`src/hw/rtl/i2cm_seq_pkg.sv`:
```
// ----------------------------------------------------------------------------
// i2cm_seq_pkg
// Shared types and codes for the I2C master byte sequencer.
// ----------------------------------------------------------------------------
`default_nettype none

package i2cm_seq_pkg;

   // command kinds carried in the request tuser
   localparam logic [2:0] KIND_TICK  = 3'd0;
   localparam logic [2:0] KIND_START = 3'd1;
   localparam logic [2:0] KIND_STOP  = 3'd2;
   localparam logic [2:0] KIND_WRITE = 3'd3;
   localparam logic [2:0] KIND_READ  = 3'd4;

   localparam int unsigned REQ_DATA_W = 16;
   localparam int unsigned RSP_DATA_W = 16;
   localparam int unsigned TICK_W     = 16;
   localparam int unsigned STEP_W     = 5;

   localparam logic [TICK_W-1:0] PHASE_TICKS_RESET = 16'd5;

   // phases per command
   localparam logic [STEP_W-1:0] START_PHASES = 5'd3;
   localparam logic [STEP_W-1:0] STOP_PHASES  = 5'd3;
   localparam logic [STEP_W-1:0] WRITE_PHASES = 5'd27;
   localparam logic [STEP_W-1:0] READ_PHASES  = 5'd19;

   // write: 8 bits of 3 phases, then ack release / SCL high / SCL low
   localparam logic [STEP_W-1:0] WR_ACK_REL  = 5'd24;
   localparam logic [STEP_W-1:0] WR_ACK_HIGH = 5'd25;
   // read: 8 bits of 2 phases, then ack drive / SCL high / SCL low
   localparam logic [STEP_W-1:0] RD_ACK_DRV  = 5'd16;
   localparam logic [STEP_W-1:0] RD_ACK_HIGH = 5'd17;

   // position inside one write bit
   localparam logic [1:0] SUB_DATA = 2'd0;
   localparam logic [1:0] SUB_HIGH = 2'd1;
   localparam logic [1:0] SUB_LOW  = 2'd2;

   typedef enum logic [4:0] {
      OP_IDLE  = 5'b00001,
      OP_START = 5'b00010,
      OP_STOP  = 5'b00100,
      OP_WRITE = 5'b01000,
      OP_READ  = 5'b10000
   } op_type;

   // response word, lowest field last
   typedef struct packed {
      logic [1:0] pad;
      logic       rejected;
      logic       ack_seen;
      logic [7:0] read_data;
      logic       done_res;
      logic       busy_res;
      logic       sda_level;
      logic       scl_level;
   } rsp_word_type;

endpackage

`default_nettype wire

```
`src/hw/rtl/i2c_master_byte_sequencer.sv`:
```
// ----------------------------------------------------------------------------
// i2c_master_byte_sequencer
// I2C master that walks the SCL/SDA waveform one phase per phase_ticks ticks.
// ----------------------------------------------------------------------------
// Every request transaction (a tick or a start/stop/write/read command) gives
// exactly one response transaction with the line drive levels, busy/done
// status, last read byte, last write ack and a rejected flag. A command that
// arrives while a sequence runs is rejected and does not advance time; unused
// kind codes change nothing but still get a response. The sequencer state is
// updated in the cycle a request is accepted and the response lands in an
// output register backed by a one-entry skid register, so one request is
// taken per clock, sustained, as long as the response side keeps up; a
// stalled response side costs one extra request before req_tready drops.
// phase_ticks is written through the csr port (always ready) and must only be
// changed while no sequence is running. Zero is treated as one tick.
// ----------------------------------------------------------------------------
`default_nettype none

module i2c_master_byte_sequencer
   import i2cm_seq_pkg::*;
(
   input  wire logic                  clock,
   input  wire logic                  reset,
   // request channel
   input  wire logic                  req_tvalid,
   output logic                       req_tready,
   input  wire logic [REQ_DATA_W-1:0] req_tdata,  // data_byte[7:0], ack_to_send, sda_sample
   input  wire logic [2:0]            req_tuser,  // kind
   // response channel
   output logic                       rsp_tvalid,
   input  wire logic                  rsp_tready,
   // scl_level, sda_level, busy_res, done_res, read_data[7:0], ack_seen, rejected
   output logic [RSP_DATA_W-1:0]      rsp_tdata,
   // configuration write
   input  wire logic                  csr_valid,
   output logic                       csr_ready,
   input  wire logic [TICK_W-1:0]     csr_data
);

   // ---------------------------------------------------------------- state
   op_type              op_ff, op_in;
   logic [STEP_W-1:0]   step_ff, step_in;
   logic [1:0]          sub_ff, sub_in;      // step mod 3 during a write
   logic [TICK_W-1:0]   tick_ff, tick_in;
   logic [7:0]          shift_ff, shift_in;
   logic                scl_ff, scl_in;
   logic                sda_ff, sda_in;
   logic                ack_cap_ff, ack_cap_in;
   logic                ack_plan_ff, ack_plan_in;
   logic [7:0]          rd_hold_ff, rd_hold_in;
   logic [TICK_W-1:0]   phase_ticks_ff;

   // output register and skid
   logic                out_valid_ff;
   rsp_word_type        out_word_ff;
   logic                skid_valid_ff;
   rsp_word_type        skid_word_ff;

   logic                req_accept;
   logic                rsp_pop;
   rsp_word_type        new_word;

   logic [2:0]          kind;
   logic [7:0]          data_byte;
   logic                ack_to_send;
   logic                sda_sample;

   assign kind        = req_tuser;
   assign data_byte   = req_tdata[7:0];
   assign ack_to_send = req_tdata[8];
   assign sda_sample  = req_tdata[9];

   assign req_tready = !skid_valid_ff;
   assign req_accept = req_tvalid && req_tready;
   assign rsp_pop    = out_valid_ff && rsp_tready;
   assign csr_ready  = 1'b1;

   // ----------------------------------------------------- next-state logic
   always_comb begin
      logic [TICK_W-1:0] limit;
      logic [TICK_W-1:0] tick_inc;
      logic [STEP_W-1:0] total;
      logic [STEP_W-1:0] nstep;
      logic [1:0]        nsub;
      logic              phase_end;
      logic              done;
      logic              rej;

      op_in       = op_ff;
      step_in     = step_ff;
      sub_in      = sub_ff;
      tick_in     = tick_ff;
      shift_in    = shift_ff;
      scl_in      = scl_ff;
      sda_in      = sda_ff;
      ack_cap_in  = ack_cap_ff;
      ack_plan_in = ack_plan_ff;
      rd_hold_in  = rd_hold_ff;
      done        = 1'b0;
      rej         = 1'b0;

      limit     = (phase_ticks_ff == '0) ? TICK_W'(1) : phase_ticks_ff;
      tick_inc  = tick_ff + TICK_W'(1);
      phase_end = (tick_inc >= limit);
      nstep     = step_ff + STEP_W'(1);
      nsub      = (sub_ff == SUB_LOW) ? SUB_DATA : sub_ff + 2'd1;

      unique case (op_ff)
         OP_START: total = START_PHASES;
         OP_STOP:  total = STOP_PHASES;
         OP_WRITE: total = WRITE_PHASES;
         OP_READ:  total = READ_PHASES;
         default:  total = '0;
      endcase

      if (kind == KIND_TICK) begin
         if (op_ff != OP_IDLE) begin
            tick_in = tick_inc;
            if (phase_end) begin
               tick_in = '0;
               // sample / shift at the end of the current phase
               if (op_ff == OP_WRITE) begin
                  if (step_ff < WR_ACK_REL && sub_ff == SUB_LOW) begin
                     shift_in = {shift_ff[6:0], 1'b0};
                  end else if (step_ff == WR_ACK_HIGH) begin
                     ack_cap_in = sda_sample;
                  end
               end else if (op_ff == OP_READ) begin
                  if (step_ff < RD_ACK_DRV && !step_ff[0]) begin
                     shift_in = {shift_ff[6:0], sda_sample};
                  end
               end
               step_in = nstep;
               sub_in  = nsub;
               if (nstep >= total) begin
                  if (op_ff == OP_READ) begin
                     rd_hold_in = shift_in;
                  end
                  op_in   = OP_IDLE;
                  step_in = '0;
                  sub_in  = SUB_DATA;
                  done    = 1'b1;
               end else begin
                  // line levels of the next phase
                  unique case (op_ff)
                     OP_START: begin
                        if (nstep == STEP_W'(1)) sda_in = 1'b0;
                        else scl_in = 1'b0;
                     end
                     OP_STOP: begin
                        if (nstep == STEP_W'(1)) scl_in = 1'b1;
                        else sda_in = 1'b1;
                     end
                     OP_WRITE: begin
                        if (nstep < WR_ACK_REL) begin
                           unique case (nsub)
                              SUB_DATA: sda_in = shift_in[7];
                              SUB_HIGH: scl_in = 1'b1;
                              default:  scl_in = 1'b0;
                           endcase
                        end else if (nstep == WR_ACK_REL) begin
                           sda_in = 1'b1;
                        end else if (nstep == WR_ACK_HIGH) begin
                           scl_in = 1'b1;
                        end else begin
                           scl_in = 1'b0;
                        end
                     end
                     OP_READ: begin
                        if (nstep < RD_ACK_DRV) begin
                           scl_in = !nstep[0];
                        end else if (nstep == RD_ACK_DRV) begin
                           sda_in = !ack_plan_ff;
                        end else if (nstep == RD_ACK_HIGH) begin
                           scl_in = 1'b1;
                        end else begin
                           scl_in = 1'b0;
                        end
                     end
                     default: begin
                     end
                  endcase
               end
            end
         end
      end else if (kind == KIND_START || kind == KIND_STOP ||
                   kind == KIND_WRITE || kind == KIND_READ) begin
         if (op_ff != OP_IDLE) begin
            rej = 1'b1;
         end else begin
            step_in = '0;
            sub_in  = SUB_DATA;
            tick_in = '0;
            unique case (kind)
               KIND_START: begin
                  op_in  = OP_START;
                  scl_in = 1'b1;
                  sda_in = 1'b1;
               end
               KIND_STOP: begin
                  op_in  = OP_STOP;
                  scl_in = 1'b0;
                  sda_in = 1'b0;
               end
               KIND_WRITE: begin
                  op_in    = OP_WRITE;
                  shift_in = data_byte;
                  sda_in   = data_byte[7];
               end
               default: begin
                  op_in       = OP_READ;
                  shift_in    = '0;
                  ack_plan_in = ack_to_send;
                  sda_in      = 1'b1;
                  scl_in      = 1'b1;
               end
            endcase
         end
      end

      new_word.pad       = '0;
      new_word.rejected  = rej;
      new_word.ack_seen  = ack_cap_in;
      new_word.read_data = rd_hold_in;
      new_word.done_res  = done;
      new_word.busy_res  = (op_in != OP_IDLE);
      new_word.sda_level = sda_in;
      new_word.scl_level = scl_in;
   end

   // ------------------------------------------------------- state registers
   always_ff @(posedge clock) begin
      if (reset) begin
         op_ff       <= OP_IDLE;
         step_ff     <= '0;
         sub_ff      <= SUB_DATA;
         tick_ff     <= '0;
         shift_ff    <= '0;
         scl_ff      <= 1'b1;
         sda_ff      <= 1'b1;
         ack_cap_ff  <= 1'b0;
         ack_plan_ff <= 1'b0;
         rd_hold_ff  <= '0;
      end else if (req_accept) begin
         op_ff       <= op_in;
         step_ff     <= step_in;
         sub_ff      <= sub_in;
         tick_ff     <= tick_in;
         shift_ff    <= shift_in;
         scl_ff      <= scl_in;
         sda_ff      <= sda_in;
         ack_cap_ff  <= ack_cap_in;
         ack_plan_ff <= ack_plan_in;
         rd_hold_ff  <= rd_hold_in;
      end
   end

   always_ff @(posedge clock) begin
      if (reset) begin
         phase_ticks_ff <= PHASE_TICKS_RESET;
      end else if (csr_valid && csr_ready) begin
         phase_ticks_ff <= csr_data;
      end
   end

   // ----------------------------------------------- output register + skid
   always_ff @(posedge clock) begin
      if (reset) begin
         out_valid_ff  <= 1'b0;
         skid_valid_ff <= 1'b0;
      end else if (!out_valid_ff || rsp_pop) begin
         if (skid_valid_ff) begin
            out_valid_ff  <= 1'b1;
            skid_valid_ff <= 1'b0;
         end else begin
            out_valid_ff  <= req_accept;
         end
      end else if (req_accept) begin
         skid_valid_ff <= 1'b1;
      end
   end

   always_ff @(posedge clock) begin
      if (!out_valid_ff || rsp_pop) begin
         out_word_ff <= skid_valid_ff ? skid_word_ff : new_word;
      end else if (req_accept) begin
         skid_word_ff <= new_word;
      end
   end

   assign rsp_tvalid = out_valid_ff;
   assign rsp_tdata  = RSP_DATA_W'(out_word_ff);

`ifndef SYNTHESIS
   // an accepted command on an idle sequencer starts a sequence
   a_cmd_starts: assert property (@(posedge clock) disable iff (reset)
      (req_accept && op_ff == OP_IDLE &&
       (kind == KIND_START || kind == KIND_STOP ||
        kind == KIND_WRITE || kind == KIND_READ)) |=> (op_ff != OP_IDLE))
      else $error("command on idle sequencer did not start a sequence");

   // step index stays inside the running command's phase list
   a_step_range: assert property (@(posedge clock) disable iff (reset)
      (op_ff == OP_IDLE && step_ff == '0) ||
      (op_ff == OP_START && step_ff < START_PHASES) ||
      (op_ff == OP_STOP && step_ff < STOP_PHASES) ||
      (op_ff == OP_WRITE && step_ff < WRITE_PHASES) ||
      (op_ff == OP_READ && step_ff < READ_PHASES))
      else $error("step index out of range");

   // skid entry only exists behind a full output register
   a_skid_order: assert property (@(posedge clock) disable iff (reset)
      skid_valid_ff |-> out_valid_ff)
      else $error("skid holds a response while output register is empty");

   // a request taken while output stalls must land in the skid
   a_skid_fill: assert property (@(posedge clock) disable iff (reset)
      (req_accept && out_valid_ff && !rsp_tready) |=> skid_valid_ff)
      else $error("response lost under back-pressure");
`endif

endmodule

`default_nettype wire

```
`config.mk`:
```
export PLATFORM = sky130hd
export DESIGN_NAME = i2c_master_byte_sequencer
export DESIGN_NICKNAME = d
export VERILOG_FILES = /design/src/hw/rtl/i2cm_seq_pkg.sv /design/src/hw/rtl/i2c_master_byte_sequencer.sv
export SDC_FILE = /design/constraint.sdc
export NUM_CORES = 1
export LEC_CHECK = 0
export ABC_AREA = 1
export BUFFER_PORTS_ARGS = -buffer_cell sky130_fd_sc_hd__buf_2
export CAP_MARGIN = 20
export CELL_PAD_IN_SITES_DETAIL_PLACEMENT = 1
export CELL_PAD_IN_SITES_GLOBAL_PLACEMENT = 1
export CORE_ASPECT_RATIO = 1.25
export CORE_MARGIN = 4
export CORE_UTILIZATION = 47
export CTS_CLUSTER_DIAMETER = 30
export DETAILED_ROUTE_END_ITERATION = 8
export PLACE_DENSITY = 0.87
export SLEW_MARGIN = 20
export SYNTH_ARGS = -nofsm -noshare
export SYNTH_HDL_FRONTEND = slang
export SYNTH_SLANG_ARGS = --single-unit
```
`constraint.sdc`:
```
create_clock -name clock -period 5 [get_ports clock]
set_input_delay 1 -clock clock [delete_from_list [all_inputs] [get_ports clock]]
set_output_delay 1 -clock clock [all_outputs]
set_load 0.05 [all_outputs]
```
-- Yosys cells after proc, flatten, opt, wreduce, memory -nomap -nowiden
Index checks and enable logic that the tools add are counted.
- $add $sub $neg: 3
- order comparisons: 6
- equal/unequal tests: 22
- muxes and demuxes: 89
- bitwise gates (word level): 4
- reductions and logical operators: 26
- operators with widths (kind ; count):
    8-bit two-way mux ; 14
    16-bit two-way mux ; 6
    5-bit two-way mux ; 12
    1-bit two-way mux ; 41
    5-bit == test, second input constant ; 6
    5-bit one-hot mux with 3 select lines ; 2
    5-bit less-than comparator, second input constant ; 4
    16-bit by 1-bit adder with 16-bit output, second input constant ; 1
    16-bit >= comparator ; 1
    16-bit logical NOT ; 1
    8-bit one-hot mux with 2 select lines ; 1
    14-bit two-way mux ; 1
    2-bit two-way mux ; 7
    5-bit by 1-bit inequality test with 1-bit output, second input constant ; 2
    5-bit AND reduction ; 2
    1-bit one-hot mux with 4 select lines ; 2
    3-bit by 2-bit == test with 1-bit output, second input constant ; 2
    1-bit one-hot mux with 2 select lines ; 3
    6-bit AND reduction ; 1
    2-bit OR reduction ; 3
    5-bit by 1-bit adder with 5-bit output, second input constant ; 1
    5-bit by 1-bit == test with 1-bit output, second input constant ; 1
    5-bit by 2-bit == test with 1-bit output, second input constant ; 1
    5-bit by 3-bit == test with 1-bit output, second input constant ; 1
    19 further kinds ; 34
- register bits after elaboration: 94
- input port bits: 40
- output and inout bits: 19
- logic and storage cells: 177

-- Depth between registers and ports, before layout
Gate-level depths: netlist of run 1.
- depth in word-level cells: 13
- mapped depth: 21
- gate-level depth less buffers: 21

-- Least setup slack after synthesis of run 1
No wires, ideal clock.
- kind: register -> register
- start point: register tick_ff[0]
- end point: register out_word_ff, in the netlist rsp_tdata[11], data pin
- arrival: 2.739 ns
- path slack: 2.005 ns
- stages on the path, launching flop included: 21
- path buffers: 0
- period minus slack after synthesis: 2.995 ns
- cells stage by stage: dfxtp_1 inv_1 nor3_2 nand3_1 nor2_1 nand2_1 nor2_1 xor2_1 inv_1 ha_1 nand2_1 nor3_2 nand3_1 nand3_2 nand2_2 nor2_2 nand2_1 nand2_1 nand2_1 nand2_1 nand2_1
- RTL lines (what ; line ; RTL):
    start: declaration ; i2c_master_byte_sequencer.sv:44 ; logic [TICK_W-1:0] tick_ff, tick_in;
    start signal: assignment ; i2c_master_byte_sequencer.sv:248 ; tick_ff <= tick_in;
    end signal: assignment ; i2c_master_byte_sequencer.sv:285 ; out_word_ff <= skid_valid_ff ? skid_word_ff : new_word;
    end: declaration ; i2c_master_byte_sequencer.sv:55 ; rsp_word_type out_word_ff;

==> results of run 1 <==
cell families (layout without fill, tap and decap cells):
group	count (synthesis)	after routing
other cells	2	3
xor+xnor	14	14
flops	94	94
buf+inv	134	180
fa+ha+maj	25	25
compound gates	146	146
simple gates	296	296
power by group through the flow:
stage / Clock (W) / Combinational [W] / Sequential (W)
after global routing: 0.000751 / 0.000436 / 0.000886
after CTS: 0.000714 / 0.000395 / 0.000880
final: 0.000707 / 0.000394 / 0.000880
after floorplan: 0 / 0.000234 / 0.000937
after global placement: 0 / 0.000362 / 0.000892
after detailed placement: 0 / 0.000387 / 0.000895
how the worst max path moves through the flow:
| stage | startpoint | to | depth (start not counted) |
|---|---|---|---|
| after CTS | tick_ff[0] | rsp_tdata[5] | 17 |
| after floorplan | tick_ff[0] | rsp_tdata[11] | 20 |
| final | tick_ff[0] | rd_hold_ff[0] | 20 |
| after detailed placement | tick_ff[0] | rsp_tdata[5] | 18 |
| after global routing | tick_ff[0] | rsp_tdata[11] | 19 |
| after global placement | tick_ff[0] | rsp_tdata[11] | 18 |
registers in the layout (all words and copies together) (netlist names):
register / flops
phase_ticks_ff: 16
scl_ff: 1
sda_ff: 1
skid_word_ff: 14
sub_ff: 2
step_ff: 5
skid_valid_ff: 1
rsp_tvalid: 1
rd_hold_ff: 8
tick_ff: 16
ack_plan_ff: 1
rsp_tdata: 14
ack_cap_ff: 1
op_ff: 5
shift_ff: 8
cell usage in the layout, fill, tap and decap left out, types with 3 or more instances in the layout:
master	n
nor3_2	3
dfxtp_1	66
nand3_1	38
o21ai_0	55
o211ai_1	3
inv_1	107
buf_2	49
inv_2	4
xor2_1	13
o22ai_1	3
edfxtp_1	28
a21oi_1	49
nor2_1	72
a31oi_1	9
nor2_2	7
ha_1	25
a211oi_1	9
nand4_1	11
conb_1	3
buf_4	3
a211oi_2	3
nand2_1	138
clkbuf_16	9
nand2_2	4
nor4_1	6
a22oi_1	8
nor3_1	8
layer usage:
layer	share of wire [%]	up-vias	wire length, um
met5	0	-	0
met4	3.3	0	522
met3	2.5	34	397
met2	56	94	8920
met1	38	2437	6120
li1	-	2425	-
metrics by stage:
| stage | hold slack, ps | utilization [%] | cells | area (um2) |
|---|---|---|---|---|
| 2_1_floorplan | 430 | - | 712 | 5320 |
| 3_3_place_gp | 442 | 50.9 | 877 | 5650 |
| 3_5_place_dp | 454 | 50.9 | 877 | 5650 |
| 4_1_cts | 458 | 53.6 | 893 | 5940 |
| 5_1_grt | 505 | 53.6 | 893 | 5940 |
| 6_report | 456 | 53.6 | 893 | 5940 |
critical path, delay by kind of cell, from the launching register on:
kind	cells	cell delay, ps
AO/OA/AOI/OAI	1	210
flip-flops	1	390
adder cells (fa/ha/maj)	1	310
XOR/XNOR	1	200
AND/OR/NAND/NOR	14	2530
buffers and inverters	3	260
final cells by class:
cell class	instances	share of cell area, %
multi-input combinational	484	44.2
clock buffer	10	3.85
inverter	112	7.11
sequential	94	36.4
tap	135	2.84
clock inverter	6	1.16
timing repair buffer	52	4.50
==> metrics.md, run 1 <==
| Metric | Value |
|---|---|
| # IOs | `59` |
| Worst ir drop on vdd | `~190 uV` |
| Met1 usage in global routing | `between 20 and 30%` |
| Core ar. | `~0.011 mm2` |
| Largest family of logic cells by synthesized area | `simple AND/OR/NAND/NOR gates` |
| Total global routing overflow | `0` |
| F_max | `roughly 0.25 GHz` |
| Setup ws final | `973 ps` |
| Final nets | `just over 800` |
| Post-CTS Resized | `0` |
| RD Place Congestion | `roughly 0.88` |
| Placement Setup Slack | `around 1100 ps` |
| Dpl hpwl | `approximately 12 mm` |
| Num CTS Buffers | `9` |
| Post-synthesis cell type count | `43` |
| Wire length per cell | `between 15 and 20 um` |
| Synth top area cells | `dfxtp_1 25%, edfxtp_1 16%, nand2_1 9.7%` |
| Via count | `roughly 5000` |
| Clk Latency, worst-skew pair | `~350 ps` |
| I/O Buffers | `just under 50` |
| Via density | `~5.6` |
| Synth Area in Adders | `5.88%` |
| Global-route wire length before repair | `roughly 26 mm` |
| Yosys top cell by area | `dfxtp_1` |
| Post-synthesis mux area share | `0%` |
| XOR/XNOR Fraction of Synth Area | `under 10%` |
| Initial core utilization | `roughly 48%` |
| Layout area overhead | `11.8%` |
| Final Hold Viols | `0` |
| Worst R2R Path Depth | `20` |
| Pins over their slew limit | `0` |
| R2r setup slk | `about 970 ps` |
| Post-synthesis simple-gate area fraction | `25.0%` |
| Postcts setup bufs | `0` |
| Clock skew | `between 8 and 9 ps` |
| Area of the multi-input gates | `0.00263 mm2` |
| Post-synth EDFFs | `28` |
| Max_slew headroom | `around 27%` |
| Met2 usage in global routing | `48.9%` |
| Pin count of the biggest net entering global routing | `34` |
| Met3 Usage GRT | `~3.2%` |
| DRT Wirelength | `approximately 16 mm` |
| R2r endpoint | `rd_hold_ff[0]` |
| Synthesized flop and latch total | `94` |
| Num rows | `between 40 and 50` |
| HP Class | `flip-flop to flip-flop` |
| Synth Area in Compound Gates | `between 15 and 20%` |
| Cell with the most instances after synthesis | `nand2_1` |
| Post-Syn Area | `between 0.005 and 0.006 mm2` |
| DR DRC count | `0` |
| Leak | `about 2.8 nW` |
| CTS root buf | `clkbuf_16` |
| N_diodes | `0` |
| Ys Warns | `0` |
| Fin crit share | `80.5%` |
| Status | `completed` |
| Initial antenna violation count | `0` |
| CP startpoint kind | `flip-flop` |
| RSZ-0062 raised after global routing | `no` |
| Initial DRC Count | `slightly above 200` |
| Slowest CP cell | `dfxtp_1` |
| Area fraction of the dominant cell type after synthesis | `between 20% and 30%` |
| Tot Pwr | `slightly below 0.002 W` |
| Reg area | `between 0.002 and 0.0025 mm2` |
| Final TNS setup | `0 ps` |
| Power share of the combinational group | `between 15 and 20%` |
| Switching pwr | `around 0.00063 W` |
| Setup crit end kind | `flip-flop` |
| Worst hold start | `shift_ff[7]` |
| Clk sinks | `94` |
| Critical path type | `flip-flop to flip-flop` |
| Synthesized netlist cell count | `roughly 710` |
| Worst EP required | `around 5200 ps` |
| Drt pass-1 iters | `4` |
| Cell Pwr Density | `between 300 and 400 mW/mm2` |
| Most frequent cells after synthesis | `138 x nand2_1, 107 x inv_1, 72 x nor2_1, 66 x dfxtp_1, 55 x o21ai_0` |
| Die H | `127 um` |
| H-tree levels | `3` |
| All-Layer GR Usage | `25.4%` |
| Hold Path Depth | `2` |
| Filler cell count in the final layout | `~1500` |
| Post-synth ARST share | `0%` |
| Sequence of cells on the critical path | `inv_1, nor3_2, nand3_1, nor2_1, nand2_1, nor2_1, xor2_1, inv_1, ha_1, nand2_1, nor3_2, nand3_1, nand3_2, nand2_2, nor2_2, nand2_1, nand2_1, nand2_1, o21ai_0, inv_1` |
| Avg Inst Size Synth | `7.48 um2` |
| Die Area | `0.0131 mm2` |
| Final setup vio count | `0` |
| MaxCap Viol Count | `0` |
| CTS tree | `built` |
| Busiest grt layer | `met2` |
| CP peak stage delay | `approximately 400 ps` |
| Power Internal | `about 0.0013 W` |
| Seq pwr share | `between 40% and 50%` |
| Share of layout cells above drive strength 1 | `~13%` |
| # hold bufs at CTS | `0` |
| Synth Flop Type | `dfxtp_1` |
| CP most frequent cell | `nand2_1` |
| Tmin final | `between 4000 and 5000 ps` |
| Worst-Margin Slew | `roughly 1100 ps` |
| CTS clock-pin slew for the worst setup and hold paths | `70 ps` |
| Clock Power Share | `around 36%` |
| Vias in the first global route | `5495` |
| Worst Path Arrival | `between 4000 and 5000 ps` |
| Endpoint, Worst Hold | `shift_ff[7]` |
| DRT antenna net count | `0` |
| Clk buf depth | `2` |
| CP max FO | `8` |
| Reg-to-reg startpoint | `tick_ff[0]` |
| Switch share | `a little under a third` |
| Die width | `between 100 and 150 um` |
| Post-synthesis sequential area ratio | `approximately 41%` |
(Power assumes the default switching activity.)
==> run 2: changes to the inputs <==
- CORE_UTILIZATION: 47 -> 43
- PLACE_DENSITY: 0.87 -> 0.81
- clock period: 5 -> 3.9 ns (I/O delays scaled with it)
==> metrics.md, run 2 (synthesis gave the netlist of run 1 again) <==
| Metric | Value |
|---|---|
| Status | `completed` |
| CTS tree | `built` |
| Pin count of the biggest net entering global routing | `34` |
| Initial antenna violation count | `0` |
| Clk Latency, worst-skew pair | `around 360 ps` |
| Power share of the combinational group | `19.9%` |
| Max_slew headroom | `a little under 30%` |
| Seq pwr share | `between 40% and 50%` |
| Via density | `around 5.3` |
| Layout area overhead | `14.2%` |
| Die Area | `approximately 0.014 mm2` |
| Fin crit share | `slightly above 90%` |
| CP startpoint kind | `flip-flop` |
| Cell Pwr Density | `about 420 mW/mm2` |
| Die width | `between 100 and 150 um` |
| Final setup vio count | `0` |
| Dpl hpwl | `11.5 mm` |
| Wire length per cell | `between 15 and 20 um` |
| Most common cell after layout, fill and taps aside | `nand2_1` |
| I/O Buffers | `49` |
| Power Internal | `roughly 0.0017 W` |
| All-Layer GR Usage | `a little over a fifth` |
| CP most frequent cell | `nand2_1` |
| Critical path type | `flip-flop to flip-flop` |
| # IOs | `a little under 60` |
| Sequence of cells on the critical path | `inv_1, nor3_4, nand3_2, nor2_2, inv_1, nor3_1, xor2_1, ha_1, nand4_1, nor3_2, nand3_1, nand3_2, buf_4, nand3_1, nand2_1, nand2_1, nor2_1, nand3_1, nand2_1, nand2_1` |
| Via count | `4925` |
| CP max FO | `4` |
| Finished layout cell area | `about 0.0061 mm2` |
| Post-Layout Cell Count | `slightly above 900` |
| CP peak stage delay | `slightly above 400 ps` |
| DRT Wirelength | `between 15 and 20 mm` |
| Initial DRC Count | `between 200 and 250` |
| Switch share | `33.3%` |
| MaxCap Viol Count | `0` |
| N_diodes | `0` |
| Tot Pwr | `0.00253 W` |
| Total global routing overflow | `0` |
| Hold Slack | `about 460 ps` |
| Setup crit end kind | `flip-flop` |
| Num rows | `45` |
| CTS clock-pin slew for the worst setup and hold paths | `about 80 ps` |
| Worst Path Arrival | `between 3000 and 4000 ps` |
| Core Util, Final | `between 50% and 60%` |
| Global-route wire length before repair | `24.7 mm` |
| Share of layout cells above drive strength 1 | `14.4%` |
| Vias in the first global route | `between 5000 and 6000` |
| Post-Place Cell Area | `~0.0057 mm2` |
| Clock Power Share | `between 30% and 40%` |
| DP Cell Count | `911` |
| Slowest CP cell | `dfxtp_1` |
| DRT antenna net count | `0` |
| Worst-Margin Slew | `about 1100 ps` |
| RD Place Congestion | `roughly 0.9` |
| Core ar. | `0.0121 mm2` |
| HP Class | `flip-flop to flip-flop` |
| Worst ir drop on vdd | `194 uV` |
| Tmin final | `between 3000 and 4000 ps` |
| Most frequent cells in the layout | `138 x nand2_1, 107 x inv_1, 70 x nor2_1, 66 x dfxtp_1, 55 x o21ai_0` |
| H-tree levels | `3` |
| CTS root buf | `clkbuf_16` |
| DR DRC count | `0` |
| Worst EP required | `4020 ps` |
| Leak | `between 2 and 3 nW` |
| Num CTS Buffers | `9` |
| Initial core utilization | `roughly 44%` |
| Switching pwr | `0.000840 W` |
| Drt pass-1 iters | `5` |
| Largest registers | `phase_ticks_ff: 16 flops, tick_ff: 16 flops` |
| Final nets | `slightly above 800` |
| Final Hold Viols | `0` |
| RSZ-0062 raised after global routing | `yes` |
| Clk buf depth | `2` |
| Clk sinks | `94` |
| Die H | `between 100 and 150 um` |
| Clock skew | `11.5 ps` |
| F_max | `roughly 0.28 GHz` |
| Pins over their slew limit | `0` |
run 2: worst max-delay path, delay by kind of cell (launching register included):
kind,cells,cell delay (ps)
flops,1,410
buf+inv,3,330
simple gates,15,2150
xor+xnor,1,150
fa+ha+maj,1,320
run 2: through the flow:
step,setup TNS (ps),setup slack [ps]
global placement,0,288
global route,-6.11,-6.11
CTS,0,107
finish,0,290
detailed placement,0,126
floorplan,0,905
run 2: final timing paths:
path / startpoint / endpoint / cells after the start / slack (ps)
worst max-delay path: tick_ff[0] / rsp_tdata[2] / 20 / 290
worst min-delay path: shift_ff[7] / shift_ff[7] / 2 / 460
worst max register to register: tick_ff[0] / rsp_tdata[2] / 20 / 290
worst min register to register: shift_ff[7] / shift_ff[7] / 2 / 460
run 2: per-layer routing:
layer	GRT usage (%)	wire length, um
met1	23.7	5910
met5	0	0
met4	8.84	450
met2	41.5	8350
met3	2.45	322
run 2: power groups by stage:
stage,clock (W),sequential [W],combinational (W)
3_3_place_gp,0,0.00114,0.000472
4_1_cts,0.000919,0.00113,0.000504
5_1_grt,0.000948,0.00113,0.000564
6_report,0.000896,0.00113,0.000503
2_1_floorplan,0,0.00120,0.000301
3_5_place_dp,0,0.00115,0.000498
run 2: final cells by class:
cell class | instances | area, um2
Multi-Input combinational cell | 484 | 2660
Tap cell | 164 | 205
Clock inverter | 7 | 75.1
Sequential cell | 94 | 2160
Clock buffer | 9 | 225
Fill cell | 1555 | 6040
Timing Repair Buffer | 59 | 320
Inverter | 112 | 423
run 2: repair_timing:
item | 4_1_cts | 5_1_grt
gates resized for setup | 0 | 7
endpoints found under the setup margin | 0 | 29
buffers inserted | 0 | 2
endpoints found under the hold margin | 0 | 0
hold buffers | 0 | 0
